### src/rtl/core/jcse_pkg.sv
// ============================================================================
// jcse_pkg: shared types, constants and helpers
// Character codes, result kinds, queue sizes and the byte classifier used by
// both the front and the back of the content string extractor.
// ============================================================================
package jcse_pkg;

  // Queue sizes (powers of two)
  localparam int FQ_DEPTH = 4;
  localparam int FQ_AW    = $clog2(FQ_DEPTH);
  localparam int OQ_DEPTH = 8;
  localparam int OQ_AW    = $clog2(OQ_DEPTH);
  localparam logic [FQ_AW:0] FQ_FULL = (FQ_AW + 1)'(FQ_DEPTH);
  localparam logic [OQ_AW:0] OQ_FULL = (OQ_AW + 1)'(OQ_DEPTH);

  // Result kinds
  localparam logic [1:0] KIND_DATA = 2'd0;
  localparam logic [1:0] KIND_DONE = 2'd1;
  localparam logic [1:0] KIND_NONE = 2'd2;
  localparam logic [1:0] KIND_BAD  = 2'd3;

  // Character codes
  localparam logic [7:0] CH_QUOTE  = 8'h22;
  localparam logic [7:0] CH_BSLASH = 8'h5C;
  localparam logic [7:0] CH_COLON  = 8'h3A;
  localparam logic [7:0] CH_SPACE  = 8'h20;
  localparam logic [7:0] CH_TAB    = 8'h09;
  localparam logic [7:0] CH_LF     = 8'h0A;
  localparam logic [7:0] CH_CR     = 8'h0D;
  localparam logic [7:0] CH_LC_N   = 8'h6E;
  localparam logic [7:0] CH_LC_T   = 8'h74;
  localparam logic [7:0] CH_LC_R   = 8'h72;
  localparam logic [7:0] CH_LC_U   = 8'h75;
  localparam logic [7:0] CH_LC_C   = 8'h63;
  localparam logic [7:0] CH_LC_O   = 8'h6F;
  localparam logic [7:0] CH_LC_E   = 8'h65;

  // Key "content" with its quotes
  localparam logic [3:0] KEY_LEN = 4'd9;

  // Per-transaction result limit
  localparam logic [2:0] RES_CAP = 3'd6;

  // UTF-8 encoding
  localparam logic [15:0] CP_ONE    = 16'h0080;
  localparam logic [15:0] CP_TWO    = 16'h0800;
  localparam logic [7:0]  UTF_LEAD2 = 8'hC0;
  localparam logic [7:0]  UTF_LEAD3 = 8'hE0;
  localparam logic [7:0]  UTF_CONT  = 8'h80;
  localparam logic [7:0]  UTF_MASK  = 8'h3F;

  typedef struct packed {
    logic [7:0] ch;
    logic       is_zero;
    logic       is_quote;
    logic       is_bslash;
    logic       is_colon;
    logic       is_space;
    logic [3:0] hexv;
  } cls_t;

  typedef struct packed {
    cls_t cls;
    logic is_end;
  } fitem_t;

  typedef struct packed {
    logic   valid;
    fitem_t item;
  } fq_rd_t;

  typedef struct packed {
    logic [7:0] data;
    logic [1:0] kind;
  } res_t;

  typedef struct packed {
    logic push;
    res_t res;
    logic last;
  } oq_wr_t;

  function automatic cls_t classify(input logic [7:0] c);
    cls_t r;
    r.ch        = c;
    r.is_zero   = (c == 8'h00);
    r.is_quote  = (c == CH_QUOTE);
    r.is_bslash = (c == CH_BSLASH);
    r.is_colon  = (c == CH_COLON);
    r.is_space  = (c == CH_SPACE) || ((c >= CH_TAB) && (c <= CH_CR));
    if ((c >= 8'h30) && (c <= 8'h39)) begin
      r.hexv = c[3:0];
    end else if (((c >= 8'h61) && (c <= 8'h66)) || ((c >= 8'h41) && (c <= 8'h46))) begin
      r.hexv = c[3:0] + 4'd9;
    end else begin
      r.hexv = 4'd0;
    end
    return r;
  endfunction

  function automatic logic [7:0] key_char(input logic [3:0] idx);
    logic [7:0] k;
    case (idx)
      4'd0:    k = CH_QUOTE;
      4'd1:    k = CH_LC_C;
      4'd2:    k = CH_LC_O;
      4'd3:    k = CH_LC_N;
      4'd4:    k = CH_LC_T;
      4'd5:    k = CH_LC_E;
      4'd6:    k = CH_LC_N;
      4'd7:    k = CH_LC_T;
      4'd8:    k = CH_QUOTE;
      default: k = 8'h00;
    endcase
    return k;
  endfunction

  function automatic res_t mk_res(input logic [7:0] data, input logic [1:0] kind);
    res_t r;
    r.data = data;
    r.kind = kind;
    return r;
  endfunction

endpackage

### src/rtl/core/json_content_string_extractor_core.sv
// ============================================================================
// json_content_string_extractor_core: "content" string extractor
// Finds the first quoted "content" key in a response text, decodes its
// string value (escapes and \u code points re-encoded as UTF-8) and streams
// the decoded bytes followed by a status result.
// ============================================================================
//
//   channel  handshake           payload
//   -------  ------------------  ---------------------------------
//   input    push / full         in_byte[7:0], in_end
//   result   empty / pop         out_byte[7:0], out_kind[1:0], out_last
//
// A transaction that gives at most one result takes a single engine step, so
// text streams at one byte per cycle while the result queue has room; a
// transaction that gives several results hands them out one at a time through
// the engine's single result port, with an extra flush step when its last
// result follows an earlier one. End-of-text handling replays each held \u
// char as its own step. Synchronous reset returns both queues to empty and
// the decoder to key search; no clearing pass. A full result queue stalls
// the engine, and the input queue (four deep) then raises full.
// ============================================================================
module json_content_string_extractor_core import jcse_pkg::*; (
  input  logic       clk,
  input  logic       rst_n,
  input  logic       push,
  output logic       full,
  input  logic [7:0] in_byte,
  input  logic       in_end,
  output logic       empty,
  input  logic       pop,
  output logic [7:0] out_byte,
  output logic [1:0] out_kind,
  output logic       out_last
);

  fq_rd_t fq_rd;
  logic   fq_pop;
  oq_wr_t oq_wr;
  logic   oq_full;

  jcse_front u_front (
    .clk     (clk),
    .rst_n   (rst_n),
    .push    (push),
    .full    (full),
    .in_byte (in_byte),
    .in_end  (in_end),
    .fq_rd   (fq_rd),
    .fq_pop  (fq_pop)
  );

  jcse_back u_back (
    .clk     (clk),
    .rst_n   (rst_n),
    .fq_rd   (fq_rd),
    .fq_pop  (fq_pop),
    .oq_wr   (oq_wr),
    .oq_full (oq_full)
  );

  jcse_outq u_outq (
    .clk      (clk),
    .rst_n    (rst_n),
    .oq_wr    (oq_wr),
    .oq_full  (oq_full),
    .empty    (empty),
    .pop      (pop),
    .out_byte (out_byte),
    .out_kind (out_kind),
    .out_last (out_last)
  );

endmodule

### src/rtl/core/jcse_front.sv
// ============================================================================
// jcse_front: input queue and byte classifier
// Accepts text bytes, classifies them and holds them in a short queue that
// the engine drains one transaction per cycle when neither busy nor stalled.
// ============================================================================
module jcse_front import jcse_pkg::*; (
  input  logic       clk,
  input  logic       rst_n,
  input  logic       push,
  output logic       full,
  input  logic [7:0] in_byte,
  input  logic       in_end,
  output fq_rd_t     fq_rd,
  input  logic       fq_pop
);

  fitem_t           mem_r [FQ_DEPTH];
  logic [FQ_AW-1:0] wr_ptr_r, wr_ptr_nxt;
  logic [FQ_AW-1:0] rd_ptr_r, rd_ptr_nxt;
  logic [FQ_AW:0]   cnt_r, cnt_nxt;
  logic             do_push;
  logic             do_pop;
  fitem_t           wr_item;

  assign full    = (cnt_r == FQ_FULL);
  assign do_push = push && !full;
  assign do_pop  = fq_pop && (cnt_r != '0);

  always_comb begin
    wr_item.cls    = classify(in_byte);
    wr_item.is_end = in_end;
  end

  always_comb begin
    wr_ptr_nxt = do_push ? wr_ptr_r + 1'b1 : wr_ptr_r;
    rd_ptr_nxt = do_pop ? rd_ptr_r + 1'b1 : rd_ptr_r;
    cnt_nxt    = cnt_r;
    if (do_push && !do_pop) begin
      cnt_nxt = cnt_r + 1'b1;
    end else if (!do_push && do_pop) begin
      cnt_nxt = cnt_r - 1'b1;
    end
  end

  always_ff @(posedge clk) begin
    if (!rst_n) begin
      wr_ptr_r <= '0;
      rd_ptr_r <= '0;
      cnt_r    <= '0;
    end else begin
      wr_ptr_r <= wr_ptr_nxt;
      rd_ptr_r <= rd_ptr_nxt;
      cnt_r    <= cnt_nxt;
    end
  end

  always_ff @(posedge clk) begin
    if (do_push) begin
      mem_r[wr_ptr_r] <= wr_item;
    end
  end

  assign fq_rd.valid = (cnt_r != '0);
  assign fq_rd.item  = mem_r[rd_ptr_r];

endmodule

### src/rtl/core/jcse_back.sv
// ============================================================================
// jcse_back: decode engine
// Runs the key search, string decode and end-of-text handling. Each cycle the
// result queue has room it runs one step and passes at most one result on; a
// result waits until the next one or its transaction's end decides its flag.
// ============================================================================
module jcse_back import jcse_pkg::*; (
  input  logic   clk,
  input  logic   rst_n,
  input  fq_rd_t fq_rd,
  output logic   fq_pop,
  output oq_wr_t oq_wr,
  input  logic   oq_full
);

  typedef enum logic [6:0] {
    PH_SEARCH = 7'b0000001,
    PH_COLON  = 7'b0000010,
    PH_SPACE  = 7'b0000100,
    PH_BODY   = 7'b0001000,
    PH_ESC    = 7'b0010000,
    PH_HEX    = 7'b0100000,
    PH_DONE   = 7'b1000000
  } phase_t;

  typedef enum logic [2:0] {
    CT_RUN   = 3'b001,
    CT_BURST = 3'b010,
    CT_FLUSH = 3'b100
  } ctl_t;

  typedef enum logic [2:0] {
    OP_ITEM   = 3'b001,
    OP_REPLAY = 3'b010,
    OP_FINISH = 3'b100
  } op_t;

  // Decode state
  phase_t      phase_r, phase_nxt;
  logic [3:0]  kmc_r, kmc_nxt;
  logic [2:0]  hcnt_r, hcnt_nxt;
  logic [15:0] cp_r, cp_nxt;
  logic [7:0]  held_r [3];
  logic [7:0]  held_nxt [3];
  logic        wrote_r, wrote_nxt;

  // Sequencing state
  ctl_t        ctl_r, ctl_nxt;
  logic        busy_r, busy_nxt;
  op_t         op_r, op_nxt;
  logic        itm_end_r, itm_end_nxt;
  logic [2:0]  cnt_r, cnt_nxt;
  logic [7:0]  rp_r [3];
  logic [7:0]  rp_nxt [3];
  logic [1:0]  rp_n_r, rp_n_nxt;
  logic [1:0]  rp_i_r, rp_i_nxt;
  res_t        brst_r [2];
  res_t        brst_nxt [2];
  logic [1:0]  brst_n_r, brst_n_nxt;
  logic        bst_done_r, bst_done_nxt;
  res_t        hold_r, hold_nxt;
  logic        hold_v_r, hold_v_nxt;

  // Step inputs
  logic        adv;
  logic        run_take;
  logic        ex_en;
  op_t         ex_op;
  cls_t        ex_c;
  logic        cur_end;
  logic [2:0]  cnt_base;
  logic        rp_last;

  // Step outputs
  phase_t      ex_phase;
  logic [3:0]  ex_kmc;
  logic [2:0]  ex_hcnt;
  logic [15:0] ex_cp;
  logic [7:0]  ex_held [3];
  res_t        ex_b [3];
  logic [1:0]  ex_bn;
  logic        ex_done;
  op_t         ex_nop;
  logic        ex_rp_ld;
  logic [3:0]  kmc_step;
  logic [15:0] cp_sh;
  logic [2:0]  room;
  logic [1:0]  k;
  logic        ex_wrote;

  logic        gen_v;
  res_t        gen_res;
  logic        done_now;

  assign adv      = !oq_full;
  assign run_take = adv && (ctl_r == CT_RUN) && !busy_r && fq_rd.valid;
  assign ex_en    = run_take || (adv && (ctl_r == CT_RUN) && busy_r);
  assign fq_pop   = run_take;
  assign cur_end  = run_take ? fq_rd.item.is_end : itm_end_r;
  assign cnt_base = run_take ? 3'd0 : cnt_r;
  assign rp_last  = ({1'b0, rp_i_r} + 3'd1) == {1'b0, rp_n_r};

  always_comb begin
    if (run_take) begin
      ex_op = fq_rd.item.cls.is_zero ? OP_FINISH : OP_ITEM;
      ex_c  = fq_rd.item.cls;
    end else begin
      ex_op = op_r;
      ex_c  = classify(rp_r[rp_i_r]);
    end
  end

  // One decode step
  always_comb begin
    ex_phase = phase_r;
    ex_kmc   = kmc_r;
    ex_hcnt  = hcnt_r;
    ex_cp    = cp_r;
    ex_held  = held_r;
    ex_b[0]  = mk_res(8'h00, KIND_DATA);
    ex_b[1]  = mk_res(8'h00, KIND_DATA);
    ex_b[2]  = mk_res(8'h00, KIND_DATA);
    ex_bn    = 2'd0;
    ex_done  = 1'b0;
    ex_nop   = OP_FINISH;
    ex_rp_ld = 1'b0;
    kmc_step = 4'd0;
    cp_sh    = {cp_r[11:0], ex_c.hexv};
    if (ex_op == OP_FINISH) begin
      ex_done  = 1'b1;
      ex_phase = PH_DONE;
      case (phase_r)
        PH_HEX: begin
          // Emit the escape raw, then replay the held chars as text
          ex_b[0]  = mk_res(CH_BSLASH, KIND_DATA);
          ex_b[1]  = mk_res(CH_LC_U, KIND_DATA);
          ex_bn    = 2'd2;
          ex_rp_ld = 1'b1;
          ex_hcnt  = 3'd0;
          ex_cp    = 16'h0000;
          ex_phase = PH_BODY;
          ex_done  = 1'b0;
          ex_nop   = (hcnt_r == 3'd0) ? OP_FINISH : OP_REPLAY;
        end
        PH_SEARCH: begin
          ex_b[0] = mk_res(8'h00, KIND_NONE);
          ex_bn   = 2'd1;
        end
        PH_COLON, PH_SPACE: begin
          ex_b[0] = mk_res(8'h00, KIND_BAD);
          ex_bn   = 2'd1;
        end
        PH_BODY: begin
          ex_b[0] = mk_res(8'h00, wrote_r ? KIND_DONE : KIND_NONE);
          ex_bn   = 2'd1;
        end
        PH_ESC: begin
          ex_b[0] = mk_res(CH_BSLASH, KIND_DATA);
          ex_b[1] = mk_res(8'h00, KIND_DONE);
          ex_bn   = 2'd2;
        end
        default: begin
        end
      endcase
    end else begin
      ex_done = (ex_op == OP_ITEM) ? !cur_end : 1'b0;
      ex_nop  = ((ex_op == OP_REPLAY) && !rp_last) ? OP_REPLAY : OP_FINISH;
      case (phase_r)
        PH_SEARCH: begin
          if (ex_c.ch == key_char(kmc_r)) begin
            kmc_step = kmc_r + 4'd1;
          end else begin
            kmc_step = ex_c.is_quote ? 4'd1 : 4'd0;
          end
          if (kmc_step >= KEY_LEN) begin
            ex_kmc   = 4'd0;
            ex_phase = PH_COLON;
          end else begin
            ex_kmc = kmc_step;
          end
        end
        PH_COLON: begin
          if (ex_c.is_colon) begin
            ex_phase = PH_SPACE;
          end
        end
        PH_SPACE: begin
          if (!ex_c.is_space) begin
            if (ex_c.is_quote) begin
              ex_phase = PH_BODY;
            end else begin
              ex_b[0]  = mk_res(8'h00, KIND_BAD);
              ex_bn    = 2'd1;
              ex_phase = PH_DONE;
            end
          end
        end
        PH_BODY: begin
          if (ex_c.is_quote) begin
            ex_b[0]  = mk_res(8'h00, wrote_r ? KIND_DONE : KIND_NONE);
            ex_bn    = 2'd1;
            ex_phase = PH_DONE;
          end else if (ex_c.is_bslash) begin
            ex_phase = PH_ESC;
          end else begin
            ex_b[0] = mk_res(ex_c.ch, KIND_DATA);
            ex_bn   = 2'd1;
          end
        end
        PH_ESC: begin
          ex_phase = PH_BODY;
          ex_bn    = 2'd1;
          if (ex_c.is_quote || ex_c.is_bslash) begin
            ex_b[0] = mk_res(ex_c.ch, KIND_DATA);
          end else if (ex_c.ch == CH_LC_N) begin
            ex_b[0] = mk_res(CH_LF, KIND_DATA);
          end else if (ex_c.ch == CH_LC_T) begin
            ex_b[0] = mk_res(CH_TAB, KIND_DATA);
          end else if (ex_c.ch == CH_LC_R) begin
            ex_b[0] = mk_res(CH_CR, KIND_DATA);
          end else if (ex_c.ch == CH_LC_U) begin
            ex_bn    = 2'd0;
            ex_phase = PH_HEX;
            ex_hcnt  = 3'd0;
            ex_cp    = 16'h0000;
          end else begin
            ex_b[0] = mk_res(CH_BSLASH, KIND_DATA);
            ex_b[1] = mk_res(ex_c.ch, KIND_DATA);
            ex_bn   = 2'd2;
          end
        end
        PH_HEX: begin
          if (hcnt_r < 3'd3) begin
            ex_held[hcnt_r[1:0]] = ex_c.ch;
          end
          if (hcnt_r == 3'd3) begin
            // Fourth digit: encode the code point as UTF-8
            if (cp_sh < CP_ONE) begin
              ex_b[0] = mk_res(cp_sh[7:0], KIND_DATA);
              ex_bn   = 2'd1;
            end else if (cp_sh < CP_TWO) begin
              ex_b[0] = mk_res(UTF_LEAD2 | {3'b000, cp_sh[10:6]}, KIND_DATA);
              ex_b[1] = mk_res(UTF_CONT | (cp_sh[7:0] & UTF_MASK), KIND_DATA);
              ex_bn   = 2'd2;
            end else begin
              ex_b[0] = mk_res(UTF_LEAD3 | {4'b0000, cp_sh[15:12]}, KIND_DATA);
              ex_b[1] = mk_res(UTF_CONT | (cp_sh[13:6] & UTF_MASK), KIND_DATA);
              ex_b[2] = mk_res(UTF_CONT | (cp_sh[7:0] & UTF_MASK), KIND_DATA);
              ex_bn   = 2'd3;
            end
            ex_hcnt  = 3'd0;
            ex_cp    = 16'h0000;
            ex_phase = PH_BODY;
          end else begin
            ex_cp   = cp_sh;
            ex_hcnt = hcnt_r + 3'd1;
          end
        end
        default: begin
        end
      endcase
    end
  end

  // Clip the step's results to what is left of the per-transaction limit
  always_comb begin
    room = RES_CAP - cnt_base;
    if ({1'b0, ex_bn} <= room) begin
      k = ex_bn;
    end else begin
      k = room[1:0];
    end
    ex_wrote = wrote_r
             || ((k >= 2'd1) && (ex_b[0].kind == KIND_DATA))
             || ((k >= 2'd2) && (ex_b[1].kind == KIND_DATA))
             || ((k == 2'd3) && (ex_b[2].kind == KIND_DATA));
  end

  // Sequencing and result hand-off
  always_comb begin
    phase_nxt    = phase_r;
    kmc_nxt      = kmc_r;
    hcnt_nxt     = hcnt_r;
    cp_nxt       = cp_r;
    held_nxt     = held_r;
    wrote_nxt    = wrote_r;
    ctl_nxt      = ctl_r;
    busy_nxt     = busy_r;
    op_nxt       = op_r;
    itm_end_nxt  = itm_end_r;
    cnt_nxt      = cnt_r;
    rp_nxt       = rp_r;
    rp_n_nxt     = rp_n_r;
    rp_i_nxt     = rp_i_r;
    brst_nxt     = brst_r;
    brst_n_nxt   = brst_n_r;
    bst_done_nxt = bst_done_r;
    hold_nxt     = hold_r;
    hold_v_nxt   = hold_v_r;
    gen_v        = 1'b0;
    gen_res      = ex_b[0];
    done_now     = 1'b0;
    oq_wr        = '0;

    case (ctl_r)
      CT_RUN: begin
        if (ex_en) begin
          phase_nxt = ex_phase;
          kmc_nxt   = ex_kmc;
          hcnt_nxt  = ex_hcnt;
          cp_nxt    = ex_cp;
          held_nxt  = ex_held;
          wrote_nxt = ex_wrote;
          cnt_nxt   = cnt_base + {1'b0, k};
          if (run_take) begin
            itm_end_nxt = fq_rd.item.is_end;
          end
          if (ex_rp_ld) begin
            rp_nxt   = held_r;
            rp_n_nxt = hcnt_r[1:0];
            rp_i_nxt = 2'd0;
          end else if ((ex_op == OP_REPLAY) && !rp_last) begin
            rp_i_nxt = rp_i_r + 2'd1;
          end
          gen_v   = (k != 2'd0);
          gen_res = ex_b[0];
          if (k > 2'd1) begin
            ctl_nxt      = CT_BURST;
            brst_nxt[0]  = ex_b[1];
            brst_nxt[1]  = ex_b[2];
            brst_n_nxt   = k - 2'd1;
            bst_done_nxt = ex_done;
            op_nxt       = ex_nop;
            busy_nxt     = 1'b1;
          end else if (ex_done) begin
            done_now = 1'b1;
            busy_nxt = 1'b0;
          end else begin
            busy_nxt = 1'b1;
            op_nxt   = ex_nop;
          end
        end
      end
      CT_BURST: begin
        if (adv) begin
          gen_v       = 1'b1;
          gen_res     = brst_r[0];
          brst_nxt[0] = brst_r[1];
          brst_n_nxt  = brst_n_r - 2'd1;
          if (brst_n_r == 2'd1) begin
            ctl_nxt = CT_RUN;
            if (bst_done_r) begin
              done_now = 1'b1;
              busy_nxt = 1'b0;
            end
          end
        end
      end
      CT_FLUSH: begin
        if (adv) begin
          oq_wr.push = 1'b1;
          oq_wr.res  = hold_r;
          oq_wr.last = 1'b1;
          hold_v_nxt = 1'b0;
          ctl_nxt    = CT_RUN;
        end
      end
      default: begin
        ctl_nxt = CT_RUN;
      end
    endcase

    // Hold the newest result until the next one shows whether it was the last
    if (gen_v) begin
      if (hold_v_r) begin
        oq_wr.push = 1'b1;
        oq_wr.res  = hold_r;
        oq_wr.last = 1'b0;
        hold_nxt   = gen_res;
        hold_v_nxt = 1'b1;
        if (done_now) begin
          ctl_nxt = CT_FLUSH;
        end
      end else if (done_now) begin
        oq_wr.push = 1'b1;
        oq_wr.res  = gen_res;
        oq_wr.last = 1'b1;
      end else begin
        hold_nxt   = gen_res;
        hold_v_nxt = 1'b1;
      end
    end else if (done_now && hold_v_r) begin
      oq_wr.push = 1'b1;
      oq_wr.res  = hold_r;
      oq_wr.last = 1'b1;
      hold_v_nxt = 1'b0;
    end

    // End of response: drop back to key search
    if (done_now && cur_end) begin
      phase_nxt = PH_SEARCH;
      kmc_nxt   = 4'd0;
      hcnt_nxt  = 3'd0;
      cp_nxt    = 16'h0000;
      wrote_nxt = 1'b0;
    end
  end

  always_ff @(posedge clk) begin
    if (!rst_n) begin
      phase_r  <= PH_SEARCH;
      kmc_r    <= 4'd0;
      hcnt_r   <= 3'd0;
      cp_r     <= 16'h0000;
      wrote_r  <= 1'b0;
      ctl_r    <= CT_RUN;
      busy_r   <= 1'b0;
      op_r     <= OP_FINISH;
      cnt_r    <= 3'd0;
      brst_n_r <= 2'd0;
      hold_v_r <= 1'b0;
    end else begin
      phase_r  <= phase_nxt;
      kmc_r    <= kmc_nxt;
      hcnt_r   <= hcnt_nxt;
      cp_r     <= cp_nxt;
      wrote_r  <= wrote_nxt;
      ctl_r    <= ctl_nxt;
      busy_r   <= busy_nxt;
      op_r     <= op_nxt;
      cnt_r    <= cnt_nxt;
      brst_n_r <= brst_n_nxt;
      hold_v_r <= hold_v_nxt;
    end
  end

  always_ff @(posedge clk) begin
    held_r     <= held_nxt;
    itm_end_r  <= itm_end_nxt;
    rp_r       <= rp_nxt;
    rp_n_r     <= rp_n_nxt;
    rp_i_r     <= rp_i_nxt;
    brst_r     <= brst_nxt;
    bst_done_r <= bst_done_nxt;
    hold_r     <= hold_nxt;
  end

endmodule

### src/rtl/core/jcse_outq.sv
// ============================================================================
// jcse_outq: result queue
// Buffers decoded results with their last flags and presents the oldest one
// on the result ports.
// ============================================================================
module jcse_outq import jcse_pkg::*; (
  input  logic       clk,
  input  logic       rst_n,
  input  oq_wr_t     oq_wr,
  output logic       oq_full,
  output logic       empty,
  input  logic       pop,
  output logic [7:0] out_byte,
  output logic [1:0] out_kind,
  output logic       out_last
);

  typedef struct packed {
    res_t res;
    logic last;
  } oq_ent_t;

  oq_ent_t          mem_r [OQ_DEPTH];
  logic [OQ_AW-1:0] wr_ptr_r, wr_ptr_nxt;
  logic [OQ_AW-1:0] rd_ptr_r, rd_ptr_nxt;
  logic [OQ_AW:0]   cnt_r, cnt_nxt;
  logic             do_push;
  logic             do_pop;
  oq_ent_t          rd_ent;
  oq_ent_t          wr_ent;

  assign oq_full = (cnt_r == OQ_FULL);
  assign empty   = (cnt_r == '0);
  assign do_push = oq_wr.push && !oq_full;
  assign do_pop  = pop && !empty;

  always_comb begin
    wr_ent.res  = oq_wr.res;
    wr_ent.last = oq_wr.last;
  end

  always_comb begin
    wr_ptr_nxt = do_push ? wr_ptr_r + 1'b1 : wr_ptr_r;
    rd_ptr_nxt = do_pop ? rd_ptr_r + 1'b1 : rd_ptr_r;
    cnt_nxt    = cnt_r;
    if (do_push && !do_pop) begin
      cnt_nxt = cnt_r + 1'b1;
    end else if (!do_push && do_pop) begin
      cnt_nxt = cnt_r - 1'b1;
    end
  end

  always_ff @(posedge clk) begin
    if (!rst_n) begin
      wr_ptr_r <= '0;
      rd_ptr_r <= '0;
      cnt_r    <= '0;
    end else begin
      wr_ptr_r <= wr_ptr_nxt;
      rd_ptr_r <= rd_ptr_nxt;
      cnt_r    <= cnt_nxt;
    end
  end

  always_ff @(posedge clk) begin
    if (do_push) begin
      mem_r[wr_ptr_r] <= wr_ent;
    end
  end

  assign rd_ent   = mem_r[rd_ptr_r];
  assign out_byte = rd_ent.res.data;
  assign out_kind = rd_ent.res.kind;
  assign out_last = rd_ent.last;

endmodule

### config.mk
export PLATFORM = sky130hd
export DESIGN_NAME = json_content_string_extractor_core
export DESIGN_NICKNAME = d
export VERILOG_FILES = /design/src/rtl/core/jcse_pkg.sv /design/src/rtl/core/json_content_string_extractor_core.sv /design/src/rtl/core/jcse_front.sv /design/src/rtl/core/jcse_back.sv /design/src/rtl/core/jcse_outq.sv
export SDC_FILE = /design/constraint.sdc
export NUM_CORES = 1
export LEC_CHECK = 0
export BUFFER_PORTS_ARGS = -buffer_cell sky130_fd_sc_hd__buf_4
export CAP_MARGIN = 20
export CELL_PAD_IN_SITES_DETAIL_PLACEMENT = 1
export CELL_PAD_IN_SITES_GLOBAL_PLACEMENT = 1
export CORE_MARGIN = 2
export CORE_UTILIZATION = 47
export CTS_CLUSTER_DIAMETER = 80
export DETAILED_ROUTE_END_ITERATION = 6
export GPL_TIMING_DRIVEN = 1
export PLACE_DENSITY_LB_ADDON = 0.1
export SLEW_MARGIN = 15
export SYNTH_ARGS = -nofsm -noshare
export SYNTH_HDL_FRONTEND = slang
export SYNTH_SLANG_ARGS = --single-unit
### constraint.sdc
create_clock -name clk -period 6.8 [get_ports clk]
set_input_delay 0.68 -clock clk [delete_from_list [all_inputs] [get_ports clk]]
set_output_delay 0.68 -clock clk [all_outputs]
set_load 0.005 [all_outputs]
== Yosys cells after proc, flatten, opt, wreduce, memory -nomap -nowiden ==
Memory sizes are Yosys's and may differ from the RTL's. A register that Yosys moved wholly into a read port is not among the register bits.
Cells that the tools add are included.

* Register bits: 141
* Memory bits (writable): 160
* ROM bits: 112
* Output and inout port bits: 13
* Logic and storage cells: 389
* Memories kept: 3

* $add $sub $neg: 18
* Order comparisons: 27
* Eq/ne operators: 49
* Muxes and demuxes: 173
* Bitwise gates (word level): 6
* Reduce and logical (&&, ||, !) cells: 79

{| class="wikitable"
|+ Memory list
! name !! depth !! width !! rd ports !! clocked after Yosys merged registers in !! write ports !! line !! text
|-
| (name not given) || 16 || 7 || 1 || 1 || 0 || jcse_pkg.sv:103 || <nowiki>case (idx)</nowiki>
|-
| u_outq.mem_r || 8 || 11 || 1 || 1 || 1 || jcse_outq.sv:23 || <nowiki>oq_ent_t mem_r [OQ_DEPTH];</nowiki>
|-
| u_front.mem_r || 4 || 18 || 1 || 1 || 1 || jcse_front.sv:17 || <nowiki>fitem_t mem_r [FQ_DEPTH];</nowiki>
|}

{| class="wikitable"
|+ Operators by type and width
! kind !! count
|-
| 2-to-1 mux 10 bit || 20
|-
| 2-to-1 mux 12 bit || 14
|-
| 2-to-1 mux 7 bit || 13
|-
| 2-to-1 mux 3 bit || 29
|-
| 2-to-1 mux 20 bit || 4
|-
| == test 8 x 6 -> 1 bit (second input constant) || 6
|-
| == test 8 x 7 -> 1 bit (second input constant) || 6
|-
| 2-to-1 mux 4 bit || 12
|-
| case mux 7 bit (6 select lines) || 1
|-
| 2-to-1 mux 8 bit || 5
|-
| case mux 10 bit (2 select lines) || 2
|-
| case mux 10 bit (4 select lines) || 1
|-
| 2-to-1 mux 2 bit || 19
|-
| case mux 9 bit (4 select lines) || 1
|-
| 2-to-1 mux 1 bit || 34
|-
| greater-or-equal comparator 8 x 7 -> 1 bit (second input constant) || 4
|-
| less-or-equal comparator 8 x 7 -> 1 bit (second input constant) || 4
|-
| 2-to-1 mux 30 bit || 1
|-
| logical AND 1 bit || 27
|-
| bitwise mux 24 bit || 1
|-
| case mux 12 bit (2 select lines) || 1
|-
| 2-to-1 mux 19 bit || 1
|-
| 2-to-1 mux 18 bit || 1
|-
| case mux 9 bit (2 select lines) || 1
|-
| other kinds (73) || 144
|}

== Depth between registers and ports, before layout ==
* Depth in word-level cells: 32
* Mapped depth: 32
* Gate-level depth less buffers: 31

== Modules after synthesis ==
From an unflattened synthesis, not the netlist that was laid out.

* Cells, all modules: 1100
* Area, all modules: 14531.4 µm²

{| class="wikitable"
|+ By module, submodules not included
! module !! times used !! cells an instance !! area an instance (µm²) !! sequential area each (µm²)
|-
| jcse_back || 1 || 718 || 7116.8 || 3323.2
|-
| jcse_outq || 1 || 199 || 4016.4 || 2902.8
|-
| jcse_front || 1 || 183 || 3398.3 || 2342.2
|}

== Worst setup path before layout ==
No wires, ideal clock.

* Path kind: reg2reg
* Start: reg u_back.ctl_r[2]
* End: reg u_outq.cnt_r[3]
* Arrival time: 6.591 ns
* Required time: 6.728 ns
* Slack: 0.136 ns
* Cell stages (with the launch flop): 31
* Path buffers: 3
* Clock period less this slack: 6.664 ns
* Cell sequence: dfxtp_1 buf_6 or3b_1 buf_2 nor4_4 mux2_4 or2_0 buf_2 o32ai_2 a21boi_1 o21ai_0 nand2_1 ha_1 a21oi_1 a211oi_1 mux2_2 a21oi_1 ha_1 o21ai_0 nand2_1 o211ai_1 nor2_1 inv_1 ha_1 inv_1 ha_1 a21o_1 a21oi_1 xnor2_1 or3_1 a21oi_1

{| class="wikitable"
|+ RTL lines
! element !! line !! text
|-
| from (decl) || jcse_back.sv:48 || <nowiki>ctl_t ctl_r, ctl_nxt;</nowiki>
|-
| from (signal assigned) || jcse_back.sv:428 || <nowiki>ctl_r <= ctl_nxt;</nowiki>
|-
| to (signal assigned) || jcse_outq.sv:61 || <nowiki>cnt_r <= cnt_nxt;</nowiki>
|-
| to (decl) || jcse_outq.sv:26 || <nowiki>logic [OQ_AW:0] cnt_r, cnt_nxt;</nowiki>
|}

== Final worst setup path ==
* Start: reg u_back.rp_i_r[1]
* End: reg u_outq.cnt_r[3]

* Word-level cells in the longest chain between the ends: 29
* Elaborated cells between the ends (all ways): 66
* Classes of those cells: add/sub (1); order compare (12); eq/ne (7); mux (31); bitwise (1); reduce/logical (14)

{| class="wikitable"
|+ RTL lines
! element !! line !! text
|-
| from (decl) || jcse_back.sv:56 || <nowiki>logic [1:0] rp_i_r, rp_i_nxt;</nowiki>
|-
| from (signal assigned) || jcse_back.sv:442 || <nowiki>rp_i_r <= rp_i_nxt;</nowiki>
|-
| inverter 2 -> 3 bit (implied by the code) * || jcse_back.sv:109 || <nowiki>ex_c = classify(rp_r[rp_i_r]);</nowiki>
|-
| binary-select mux 8 bit (select 2 bit) * || jcse_back.sv:109 ||
|-
| 2-to-1 mux 8 bit (implied by the code) * (2 in series) || jcse_back.sv:109 ||
|-
| greater-or-equal comparator 8 x 7 -> 1 bit or less-or-equal comparator 8 x 7 -> 1 bit (tied branches) || jcse_pkg.sv:93 || <nowiki>end else if (((c >= 8'h61) && (c <= 8'h66)) || ((c >= 8'h41) && (c <= 8'h46))) begin</nowiki>
|-
| logical AND 1 bit || jcse_pkg.sv:93 ||
|-
| logical OR 1 bit || jcse_pkg.sv:93 ||
|-
| 2-to-1 mux 4 bit || jcse_pkg.sv:93 ||
|-
| 2-to-1 mux 4 bit || jcse_pkg.sv:91 || <nowiki>if ((c >= 8'h30) && (c <= 8'h39)) begin</nowiki>
|-
| [13 not listed] || - ||
|-
| 2-to-1 mux 12 bit or logical AND 1 bit (tied branches) || jcse_back.sv:384, jcse_back.sv:392 ||
|-
| 2-to-1 mux 12 bit (on tied branches) || jcse_back.sv:375, jcse_back.sv:392 ||
|-
| 2-to-1 mux 12 bit * || jcse_back.sv:374 || <nowiki>if (gen_v) begin</nowiki>
|-
| logical AND 1 bit * || jcse_outq.sv:34 || <nowiki>assign do_push = oq_wr.push && !oq_full;</nowiki>
|-
| named net u_outq.do_push || jcse_outq.sv:27 || <nowiki>logic do_push;</nowiki>
|-
| logical NOT 1 bit || jcse_outq.sv:48 || <nowiki>end else if (!do_push && do_pop) begin</nowiki>
|-
| logical AND 1 bit || jcse_outq.sv:48 ||
|-
| nonzero test 2 bit (no source line) || - ||
|}

Mark *: on every way through the listed nets, which the timed path passes. The rest lies on a longest branch. The select of a mux whose other input is x is not followed.
A chain may end at the register's enable or synchronous reset.

==> results.md <==
* Cts hold-fix bufs at 0
* Worst VDD drop at approximately 0.21 mV
* Worst hold path class: in -> reg
* Core Area at 29700 sq um
* #FFs+latches synth at between 300 and 400
* GRT overflow at 0
* CP Capture Type: flip-flop
* CP Launch Type: flip-flop
* Cells after synthesis at about 1.1k
* Vias per std cell at around 5.9
* Most common cell after layout, fill and taps aside: edfxtp_1
* Worst Path Required at between 7 and 8 ns
* Antenna violations before repair at 0
* Final setup margin at ~0.44 ns
* Most frequent cells in the layout: edfxtp_1 (240), nor2_1 (96), buf_4 (83)
* DRC Markers at 0
* Vias at around 9.5k
* TritonCTS Buffers at 35
* CP Class: reg -> reg
* Final WL at around 36000 microns
* Final Hold Viols at 0
* Detailed Place HPWL at ~25000 microns
* Seq/Total Area, Yosys at 0.601
* Share of post-route cells with drive strength above 1 at 0.199
* H-tree levels at 2
* Final Setup Violations at 0
* Predominant post-synthesis flop cell: edfxtp_1
* Yosys Warn Count at 0
* Area grow syn2layout at 15.4%
* Clk Latency, worst-skew pair at 0.52 ns
* P_sw at about 2.2 mW
* Site Rows at 63
* Max Fclk at 0.157 GHz
* Clock Path Buffers at 3
* Clock-pin transition on the worst setup and hold timing paths at roughly 0.06 ns
* Number of DRC markers in iteration 0 at around 710
* Sequential share of power at 0.370
* Die width at between 150 and 200 microns
* Slew margin rel. at 0.324
* CTS tree: built
* Root Buffer: clkbuf_16
* Pwr/cell area at a little under 400 nW/um^2
* Outcome: completed
* Post-synthesis cell type count at a little under 90
* All-Layer GR Usage at 0.234
* ANT nets after route at 0
* Final std cells w/o fill at approximately 1.6k
* Final cycle utilization of the critical path at 0.935
* Total internal power at between 4 and 5 mW
* Clock Skews at 0.0138 ns
* WP data arrival at between 6 and 7 ns
* CP max stage cell: or4b_2
* RSZ-0062 raised after global routing: no
* First-pass GRT wire length at roughly 57000 microns
* Syn avg cell area at roughly 13 sq um
* Diode count at 0
* Crit-path max FO at 5
* Tmin final at between 6 and 7 ns
* GPL Wtd Cong at between 0.8 and 0.9
* Syn nets at 1162
* Leak Pwr at 5.72 nW
* Pin count of the biggest net entering global routing at 28
* Async set-reset flop share out of synthesis at 0
* Final net count at between 1k and 1.5k
* IO Count at 26
* Worst-margin pin slew at between 1 and 1.5 ns
* Hold slack at between 0.3 and 0.4 ns
* Dpl cells at between 1.5k and 2k
* Netlist Area Pre-Place at ~14000 sq um
* Slew Limit Fails at 0
* Vias in the first global route at about 10k
* Setup slack after placement at -0.228 ns
* Switch share at 0.341
* Worst path max stage delay at between 0.6 and 0.7 ns
* Clock Power Share at 0.282
* Die area at between 30000 and 40000 sq um
* Pre-antenna DRT Iters at 5
* Die Height at around 180 microns
* Gate power share at 0.348
* Initial core utilization at 0.480
* Post-synth EDFFs at 240
* WL per Instance at around 22 microns
* I/O Buffers at 25
* Clock Sinks at roughly 310
* Max Cap Viol at 0
-- cell usage after synthesis (3+ instances only) --
cell type | count | area, sq um
fa_1 | 3 | 60.1
nor2b_1 | 7 | 43.8
and2_1 | 17 | 106
mux2i_1 | 27 | 270
o311ai_0 | 3 | 26.3
o211ai_1 | 4 | 30.0
a2bb2oi_1 | 3 | 26.3
o22ai_1 | 6 | 37.5
a21o_1 | 8 | 60.1
nand3b_1 | 3 | 22.5
edfxtp_1 | 240 | 7210
ha_1 | 37 | 463
nor3b_1 | 8 | 60.1
or3_1 | 8 | 50.1
a211oi_1 | 5 | 37.5
or2_1 | 3 | 18.8
a22oi_1 | 3 | 22.5
o21ai_1 | 6 | 30.0
dfxtp_1 | 68 | 1360
o41ai_1 | 3 | 26.3
nand2b_1 | 9 | 56.3
nand3_1 | 28 | 140
clkbuf_1 | 31 | 116
mux2_2 | 15 | 169
o21ai_0 | 38 | 190
xnor2_1 | 14 | 123
a31oi_1 | 8 | 50.1
buf_1 | 5 | 18.8
a221oi_1 | 4 | 35.0
mux4_2 | 40 | 901
buf_2 | 11 | 55.1
o221ai_1 | 5 | 43.8
nand2_1 | 81 | 304
o21a_1 | 5 | 37.5
inv_1 | 35 | 131
o31ai_1 | 6 | 45.0
nor4_1 | 9 | 56.3
and3_1 | 11 | 68.8
nor2_1 | 97 | 364
xor2_1 | 11 | 96.3
a22o_1 | 19 | 166
nand4_1 | 8 | 50.1
o2bb2ai_1 | 6 | 52.6
nor3_1 | 24 | 120
a21oi_1 | 70 | 350
-- worst max-delay path: cells and delay by family (launching register included) --
family / cells / cell delay, ns
compound gates: 12 / 2.08
xor+xnor: 1 / 0.09
fa+ha+maj: 4 / 0.83
buf+inv: 4 / 0.44
flops: 1 / 0.47
mux: 1 / 0.18
simple gates: 7 / 2.16
-- power groups by stage --
stage | Combinational [mW] | Sequential (mW) | Clock (mW)
after floorplan | 1.41 | 2.38 | 0
after CTS | 2.15 | 2.39 | 1.85
after detailed placement | 2.14 | 2.43 | 0
after global routing | 2.44 | 2.40 | 1.92
after global placement | 2.10 | 2.42 | 0
final | 2.24 | 2.38 | 1.81
-- what timing repair did --
action                                 CTS  global route
endpoints found under the hold margin    0             0
gates resized for setup                  1            19
gates cloned                             0             1
setup endpoints to repair                1             3
pin swaps                                0             4
buffers inserted                         2             4
-- path summary, 6_finish.rpt --
path                                   from                             to  slack (ns)  depth (start not counted)
max          u_back.rp_i_r[1]$_SDFFCE_PP0P_   u_outq.cnt_r[3]$_SDFFE_PN0P_        0.44                         29
min                                  in_end  u_front.mem_r[1][0]$_DFFE_PP_        0.36                          1
max reg2reg  u_back.rp_i_r[1]$_SDFFCE_PP0P_   u_outq.cnt_r[3]$_SDFFE_PN0P_        0.44                         29
min reg2reg      u_back.held_r[5]$_DFFE_PP_       u_back.rp_r[5]$_DFFE_PP_        0.41                          0
-- sequential cells by signal, summed over array words and instances, names as in the netlist, 2 cells and up, named ones only --
register / flops
u_outq.mem_r: 88
u_back.cnt_r: 3
u_front.mem_r: 72
u_outq.wr_ptr_r: 3
u_back.rp_n_r: 2
u_outq.cnt_r: 4
u_front.cnt_r: 3
u_back.kmc_r: 4
u_front.rd_ptr_r: 2
u_back.rp_i_r: 2
u_back.phase_r: 7
u_back.rp_r: 24
u_back.hcnt_r: 3
u_back.hold_r: 10
u_outq.rd_ptr_r: 3
u_back.brst_r: 16
u_back.op_r: 2
u_back.brst_n_r: 2
u_back.ctl_r: 3
u_back.cp_r: 12
u_back.held_r: 24
u_front.wr_ptr_r: 2
-- stage by stage --
stage | area (sq um) | power (mW) | util | setup TNS, ns
final | 16500 | 6.44 | 0.554 | 0
after global placement | 15200 | 4.52 | 0.510 | 0
after detailed placement | 15200 | 4.57 | 0.510 | -0.228
after floorplan | 14300 | 3.79 | - | 0
after global routing | 16500 | 6.76 | 0.554 | 0
after CTS | 16300 | 6.40 | 0.548 | 0
-- final cells by class --
cell class	instances	area, sq um
fill	2948	13300
sequential	308	8570
multi-input combinational	712	5450
clock buffer	45	965
timing repair buffer	87	703
tap	390	488
clock inverter	19	145
inverter	38	143
-- cells by family (layout without fill, tap and decap cells) --
family / after synthesis / count (layout) / share of synthesized area
AO/OA/AOI/OAI: 225 / 225 / 0.104
XOR/XNOR: 25 / 25 / 0.0154
adder cells (fa/ha/maj): 40 / 40 / 0.0367
buffers and inverters: 89 / 189 / 0.0260
flip-flops: 308 / 308 / 0.601
multiplexers: 84 / 84 / 0.0966
AND/OR/NAND/NOR: 338 / 338 / 0.120
-- metal layers --
metal / GRT usage / wire [microns] / vias to the layer above
met1: 0.346 / 17100 / 4870
met4: 0.0519 / 595 / 0
met5: 0 / 0 / -
li1: - / - / 4372
met2: 0.365 / 16500 / 201
met3: 0.0384 / 1630 / 48
Power figures use the tool's default switching activity.
